[config.mk]
export PLATFORM = sky130hd
export DESIGN_NAME = dmr_controller
export DESIGN_NICKNAME = d
export VERILOG_FILES = /design/src/hw/rtl/dmr_pkg.sv /design/src/hw/rtl/dmr_controller.sv
export SDC_FILE = /design/constraint.sdc
export NUM_CORES = 1
export LEC_CHECK = 0
export ABC_AREA = 1
export BUFFER_PORTS_ARGS = -buffer_cell sky130_fd_sc_hd__buf_2
export CORE_AREA = 8 8 45 47
export CTS_CLUSTER_DIAMETER = 50
export DETAILED_ROUTE_END_ITERATION = 16
export DIE_AREA = 0 0 53 55
export PLACE_DENSITY = 0.44
export SYNTH_ARGS = -nofsm -noshare
export SYNTH_HDL_FRONTEND = slang
export SYNTH_SLANG_ARGS = --single-unit
[constraint.sdc]
create_clock -name clk -period 2 [get_ports clk]
set_clock_uncertainty 0.05 [all_clocks]
set_input_delay 0.4 -clock clk [delete_from_list [all_inputs] [get_ports clk]]
set_output_delay 0.4 -clock clk [all_outputs]
set_load 0.01 [all_outputs]
[src/hw/rtl/dmr_pkg.sv]
// ----------------------------------------------------------------------------
// Decimal mantissa rounding package
// Widths, constants and the controller/datapath interface types shared by
// the decimal mantissa round-half-even unit.
// ----------------------------------------------------------------------------
`default_nettype none

package dmr_pkg;

    localparam int MANT_W      = 192;
    localparam int WORD_W      = 64;
    localparam int FIT_W       = 96;
    localparam int HIGH_W      = FIT_W - WORD_W;
    localparam int SCALE_IN_W  = 8;
    localparam int SCALE_OUT_W = 5;
    localparam int CHUNK_W     = 16;
    localparam int NUM_CHUNKS  = MANT_W / CHUNK_W;
    localparam int FIT_CHUNKS  = FIT_W / CHUNK_W;
    localparam int IDX_W       = $clog2(NUM_CHUNKS);
    localparam int DIGIT_W     = 4;
    localparam int CUR_W       = CHUNK_W + DIGIT_W;
    localparam int PROD_W      = 2 * CUR_W;

    localparam logic [SCALE_IN_W-1:0] MAX_SCALE   = 8'd28;
    localparam logic [DIGIT_W-1:0]    HALF_DIGIT  = 4'd5;
    localparam logic [CUR_W-1:0]      RECIP_TEN   = 20'd838861;
    localparam int                    RECIP_SHIFT = 23;

    localparam logic [IDX_W-1:0] TOP_IDX_WIDE   = IDX_W'(NUM_CHUNKS - 1);
    localparam logic [IDX_W-1:0] TOP_IDX_NARROW = IDX_W'(FIT_CHUNKS - 1);

    typedef struct packed {
        logic load;
        logic div_start;
        logic div_step;
        logic round_step;
        logic set_ovf;
        logic out_load;
    } dmr_cmd_t;

    typedef struct packed {
        logic need_step;
        logic scale_zero;
        logic idx_zero;
        logic out_free;
    } dmr_sts_t;

endpackage

`default_nettype wire

[src/hw/rtl/dmr_controller.sv]
// ----------------------------------------------------------------------------
// Decimal mantissa rounding controller
// Sequences the check, chunk division and rounding steps of each item and
// hands the finished item to the output register.
// ----------------------------------------------------------------------------
`default_nettype none

module dmr_controller (
    input  wire logic              clk,
    input  wire logic              rst_n,
    input  wire logic              in_valid,
    output logic                   in_stall,
    input  wire dmr_pkg::dmr_sts_t sts,
    output dmr_pkg::dmr_cmd_t      cmd
);

    typedef enum logic [2:0] {
        S_IDLE,
        S_CHECK,
        S_DIV,
        S_ROUND,
        S_DONE
    } state_t;

    state_t state_reg, state_next;
    logic   in_stall_reg;

    always_comb
    begin
        state_next = state_reg;
        cmd        = '0;
        case (state_reg)
            S_IDLE:
            begin
                if (in_valid)
                begin
                    cmd.load   = 1'b1;
                    state_next = S_CHECK;
                end
            end
            S_CHECK:
            begin
                if (!sts.need_step)
                begin
                    state_next = S_DONE;
                end
                else if (sts.scale_zero)
                begin
                    cmd.set_ovf = 1'b1;
                    state_next  = S_DONE;
                end
                else
                begin
                    cmd.div_start = 1'b1;
                    state_next    = S_DIV;
                end
            end
            S_DIV:
            begin
                cmd.div_step = 1'b1;
                if (sts.idx_zero)
                begin
                    state_next = S_ROUND;
                end
            end
            S_ROUND:
            begin
                cmd.round_step = 1'b1;
                state_next     = S_CHECK;
            end
            S_DONE:
            begin
                if (sts.out_free)
                begin
                    cmd.out_load = 1'b1;
                    state_next   = S_IDLE;
                end
            end
            default:
            begin
                state_next = S_IDLE;
            end
        endcase
    end

    always_ff @(posedge clk or negedge rst_n)
    begin
        if (!rst_n)
        begin
            state_reg    <= S_IDLE;
            in_stall_reg <= 1'b0;
        end
        else
        begin
            state_reg    <= state_next;
            in_stall_reg <= (state_next != S_IDLE);
        end
    end

    assign in_stall = in_stall_reg;

    a_stall_matches_state: assert property (@(posedge clk) disable iff (!rst_n)
        in_stall_reg == (state_reg != S_IDLE))
        else $error("input stall disagrees with controller state");

    a_accept_to_check: assert property (@(posedge clk) disable iff (!rst_n)
        (state_reg == S_IDLE && in_valid) |=> (state_reg == S_CHECK))
        else $error("accepted item did not enter the check state");

    a_last_chunk_rounds: assert property (@(posedge clk) disable iff (!rst_n)
        (state_reg == S_DIV && sts.idx_zero) |=> (state_reg == S_ROUND))
        else $error("last chunk of a division not followed by rounding");

    a_round_to_check: assert property (@(posedge clk) disable iff (!rst_n)
        (state_reg == S_ROUND) |=> (state_reg == S_CHECK))
        else $error("rounding step not followed by a check");

endmodule

`default_nettype wire

==> results of run 1 <==
==> cell families (layout without fill, tap and decap cells) <==
| family | Yosys count | in the layout |
|---|---|---|
| AO/OA/AOI/OAI | 1 | 1 |
| buffers and inverters | 10 | 27 |
| flip-flops | 4 | 4 |
| AND/OR/NAND/NOR | 19 | 19 |
==> worst min-delay path, stage by stage <==
cell     delay (ns)
buf_2          0.07
inv_1          0.04
nand3_1        0.07
nand2_1        0.07
==> per-layer routing <==
layer,track usage (%),up-vias
li1,-,133
met1,3.369,99
met2,6.641,12
met3,4.278,2
met4,6.466,0
met5,0,-
==> cell type report <==
| type | instances | area (sq um) | area share (%) |
|---|---|---|---|
| flip-flops and latches | 4 | 100.1 | 28.57 |
| multi-input cells | 20 | 95.09 | 27.14 |
| repair buffers | 14 | 75.07 | 21.43 |
| inverters | 10 | 37.54 | 10.71 |
| clock buffers | 3 | 22.52 | 6.429 |
| well taps | 16 | 20.02 | 5.714 |
==> final timing paths <==
check	end	slack, ns	depth (start not counted)
max	cmd[0]	0.41	4
min	state_reg[2]	0.42	4
max reg2reg	in_stall	1.02	5
min reg2reg	state_reg[2]	0.53	2
max in group asynchronous	state_reg[1]	1.33	2
min in group asynchronous	state_reg[2]	0.45	2
==> stage by stage <==
stage | utilization, % | hold slack [ns]
after floorplan | - | 0.05441
after global placement | 22.97 | 0.1574
after detailed placement | 22.97 | 0.1598
after CTS | 25.32 | 0.4253
after global routing | 25.32 | 0.4440
final | 25.32 | 0.4216
==> what timing repair did <==
item                                    in CTS  in global routing
endpoints found under the setup margin       0                  0
endpoints found under the hold margin        4                  0
hold buffers                                 1                  0
gates resized for setup                      0                  0
==> cell usage after synthesis (all sizes together) <==
master   n
inv     10
nand2    5
dfrtp    4
a21oi    1
nor2     9
nor3     1
nand3    4
==> power breakdown <==
group | total (uW) | switching [uW] | leakage (uW) | internal (uW)
registers | 148 | 27.3 | 0.0000509 | 121
logic | 233 | 145 | 0.000153 | 87.5
clock network | 98.4 | 31.4 | 0.0000138 | 67.0
==> impl_metrics.toml, run 1 <==
[logic_synthesis]
synth_mux_area_share_pct = 0
synth_fa_ha_area_share_pct = 0
synth_top_family_by_area = "simple AND/OR/NAND/NOR gates"
ys_ff_latch = 4
netlist.area_leader.share_pct = 43.01
synthTopCellsByArea = "dfrtp_1 43%, inv_1 13%, nor2_2 11%"
synthSimpleGateAreaFrac_pct = 38.71
seq_area_frac_synth_pct = 43.01
synth_compound_area_share_pct = 2.151
synth_warnings = 0
synthesis.instances = 34
yosysUniqueCellTypes = 10
synth_xor_area_share_pct = 0
avgSynthCellArea_sq_um = 6.845
synth_top_area_cell = "dfrtp_1"
synthesis.nets = 41
syn_area_sq_um = 232.7

[hold_path]
holdCritPathClass = "input port to flip-flop"
min_from = "sts[0]"

[setup_path]
path_buf_inv = 2
critPathLaunchType = "flip-flop"
cp_top_family = "flip-flops"
crit_slowest_cell = "dfrtp_1"
endpoint_kind = "output pin"
cpPeakStageDelay_ns = 0.40
r2r_start = "state_reg[2]"
worst-endpoint-required_ns = 1.55
crit_type = "flip-flop to output pin"
worstPathArrival_ns = 1.14
startpoint = "state_reg[0]"
path_cells = "nor2_1, inv_1, nor3_1, buf_2"
critPathMaxFanout = 4

[floorplanning]
die_h_um = 55
dieArea_sq_um = 2915
die_w_um = 53
ios = 14
rows = 14
core_area_sq_um = 1384
initial_core_util_pct = 16.82

[finish]
nets = 60
fin_cells = 67
finish.instance_area_sq_um = 350.3
mostFrequentLayoutCells = "13 x buf_2, 8 x inv_1, 5 x nor2_1"
areaGrowthSynthToFinish_pct = 50.54
final_common_cell = "buf_2"
antennaDiodeCount = 0
fillers = 158
largest_register_ffs = 3
drive_gt1_share_pct = 45.10

[route]
wl_met3_um = 125
wl_met2_um = 255
drc = 0
drtIter0Drc = 9
vias_per_cell = 3.672
dr.max_layer_used = "met4"
drtAntennaViolNets = 0
vias = 246
wl_per_cell_um = 8.940
first_pass_iters = 4
met1_length_um = 211
routed_wl_um = 599

[clock_network]
cts_setup_buffers = 0
cts_sinks = 4
h-tree-depth = 1
cts_buffers = 3
clk_pin_slew_ns = 0.04
cts_buffer_depth = 2
clockRootBuffer = "clkbuf_4"
cts_tree = "yes"
clk_latency_ns = 0.23

[placed_design]
dpl.hpwl_um = 517.7
dpl-instance-area_sq_um = 317.8
placedCellCount = 63
port_buffers = 13
gp_congestion = 0.7073
pre_cts_slack_ns = 0.6455

[sta]
finalMaxSlewViolations = 0
rsz0062_at_grt = "no"
tightest_slew_ns = 0.1580
max-slew-margin-rel_pct = 89.43
fin_ws_ns = 0.4094
period_share_pct = 79.53
min_period_ns = 1.591
finalHoldViolCount = 0
setup_viol = 0
fmax_mhz = 628.7
tns_ns = 0

[status]
outcome = "complete, no violations"

[global_routing]
antenna_found_initial = 0
grt_max_degree = 5
overflow = 0
grt_pass1_wl_um = 897
grt_usage_pct = 4.767
grt_pass1_vias = 239

[power]
p_leak_uw = 0.0002181
powerDensity_nw_per_um2 = 1367
peakVddDrop_mv = 0.2992
p_total_uw = 478.9

[job]
cap_violations = 0
No activity file was read; power rests on OpenSTA's default activity.
==> run 2, diff against run 1 <==
==> constraint.sdc (replaced) <==
create_clock -name clk -period 1.5 [get_ports clk]
set_clock_uncertainty 0.05 [all_clocks]
set_input_delay 0.3 -clock clk [delete_from_list [all_inputs] [get_ports clk]]
set_output_delay 0.3 -clock clk [all_outputs]
set_load 0.01 [all_outputs]
==> impl_metrics.toml, run 2 (same netlist as run 1, synthesis figures left out) <==
[route]
drc = 0
drtAntennaViolNets = 0
vias = 257
wl_per_cell_um = 8.957
first_pass_iters = 4
drtIter0Drc = 3
routed_wl_um = 618
vias_per_cell = 3.725

[floorplanning]
rows = 14
core_area_sq_um = 1384
dieArea_sq_um = 2915
ios = 14
initial_core_util_pct = 16.82
die_h_um = 55
die_w_um = 53

[finish]
final_common_cell = "buf_2"
mostFrequentLayoutCells = "13 x buf_2, 8 x inv_1, 4 x nor2_1, 4 x nand2_1, 4 x nor2_2"
drive_gt1_share_pct = 52.83
final_util_pct = 27.40
ff_latch_area_sq_um = 101.3
areaGrowthSynthToFinish_pct = 62.90
fillers = 161
nets = 62
antennaDiodeCount = 0
largest_register_ffs = 3
multi_input_area_sq_um = 107.6

[power]
powerDensity_nw_per_um2 = 1832
p_leak_uw = 0.0002299
seqPwrFrac_pct = 31.1
combPwrFrac_pct = 50.3
clkPwrFrac_pct = 18.7
peakVddDrop_mv = 0.3962
p_sw_share_pct = 41.91
internal_power_uw = 403.4
p_switching_uw = 291.0

[setup_path]
path_buf_inv = 2
critPathLaunchType = "flip-flop"
endpoint_kind = "output pin"
cpPeakStageDelay_ns = 0.42
crit_slowest_cell = "dfrtp_1"
cp_top_family = "flip-flops"
crit_type = "flip-flop to output pin"
worstPathArrival_ns = 1.11
critPathMaxFanout = 3
worst-endpoint-required_ns = 1.15
path_cells = "inv_1, nand3_2, nor2_2, buf_2"

[hold_path]
holdCritPathClass = "input port to flip-flop"

[sta]
setup_viol = 0
rsz0062_at_grt = "yes"
max-slew-margin-rel_pct = 88.24
min_period_ns = 1.465
period_share_pct = 97.64
finalHoldViolCount = 0
fin_ws_ns = 0.03540
finalMaxSlewViolations = 0
tns_ns = 0
tightest_slew_ns = 0.1765
fmax_mhz = 682.8

[global_routing]
grt_max_degree = 5
grt_usage_pct = 4.600
grt_pass1_wl_um = 979
antenna_found_initial = 0
overflow = 0
grt_pass1_vias = 263

[placed_design]
port_buffers = 13
gp_congestion = 0.7341
pre_cts_slack_ns = 0.2703
dpl.hpwl_um = 525.2

[clock_network]
h-tree-depth = 1
clockRootBuffer = "clkbuf_4"
cts_buffers = 3
cts_sinks = 4
clk_latency_ns = 0.23
cts_buffer_depth = 2
cts_tree = "yes"
clk_pin_slew_ns = 0.04

[job]
cap_violations = 0

[status]
outcome = "complete, no violations"
## run 2: changes by cell type in the layout (fill, tap and decap cells not counted)
cell and change:
buf_4 +2, dfrtp_1 -1, dfrtp_2 +1, nand3_1 -1
nand3_2 +1, nor2_1 -1, nor2_4 +1
## run 2: power groups by stage
| stage | Sequential [uW] | Combinational (uW) | Clock (uW) |
|---|---|---|---|
| global placement | 200 | 314 | 0 |
| finish | 216 | 349 | 130 |
| global route | 223 | 398 | 143 |
| CTS | 199 | 316 | 137 |
| floorplan | 203 | 209 | 0 |
| detailed placement | 200 | 312 | 0 |
## run 2: final timing paths
path,start,to,slack [ns],cells past startpoint
max,state_reg[1],cmd[4],0.04,4
min,sts[0],state_reg[2],0.32,4
max reg2reg,state_reg[1],in_stall,0.37,6
min reg2reg,state_reg[2],state_reg[2],0.54,2
max in group asynchronous,rst_n,state_reg[0],0.92,2
min in group asynchronous,rst_n,state_reg[1],0.35,2
## run 2: final cells by class
cell class,count,share of cell area [%]
Tap cell,16,5.281
Clock buffer,3,5.941
Sequential cell,4,26.73
Inverter,10,9.901
Multi-Input combinational cell,20,28.38
Timing Repair Buffer,16,23.76
## run 2: repair_timing
item                                    CTS  global route
endpoints found under the setup margin    0             5
hold endpoints to repair                  4             0
setup buffers                             0             2
hold buffers                              1             0
gates resized for setup                   0             4
## run 2: per-stage QoR
step / total power [uW] / cells / instance area (sq um) / hold WS (ns)
final: 694.4 / 69 / 379.1 / 0.3218
after global routing: 763.6 / 69 / 379.1 / 0.3500
after CTS: 652.3 / 67 / 350.3 / 0.3262
after detailed placement: 512.8 / 63 / 317.8 / 0.05987
after global placement: 513.7 / 63 / 317.8 / 0.05791
after floorplan: 411.3 / 34 / 232.7 / -0.04559
## run 2: worst reg2reg max path: cells and delay by family (launching register included)
family | cells | cell delay, ns
DFF | 1 | 0.42
and+or+nand+nor | 4 | 0.32
buffers and inverters | 2 | 0.21
## run 2: per-layer routing
metal  track usage [%]  vias up  routed length [um]
met5                 0        -                   0
met4             3.879        0                   0
met3             2.674        0                 109
met2             7.617       10                 284
met1             3.976      110                 225
li1                  -      137                   -
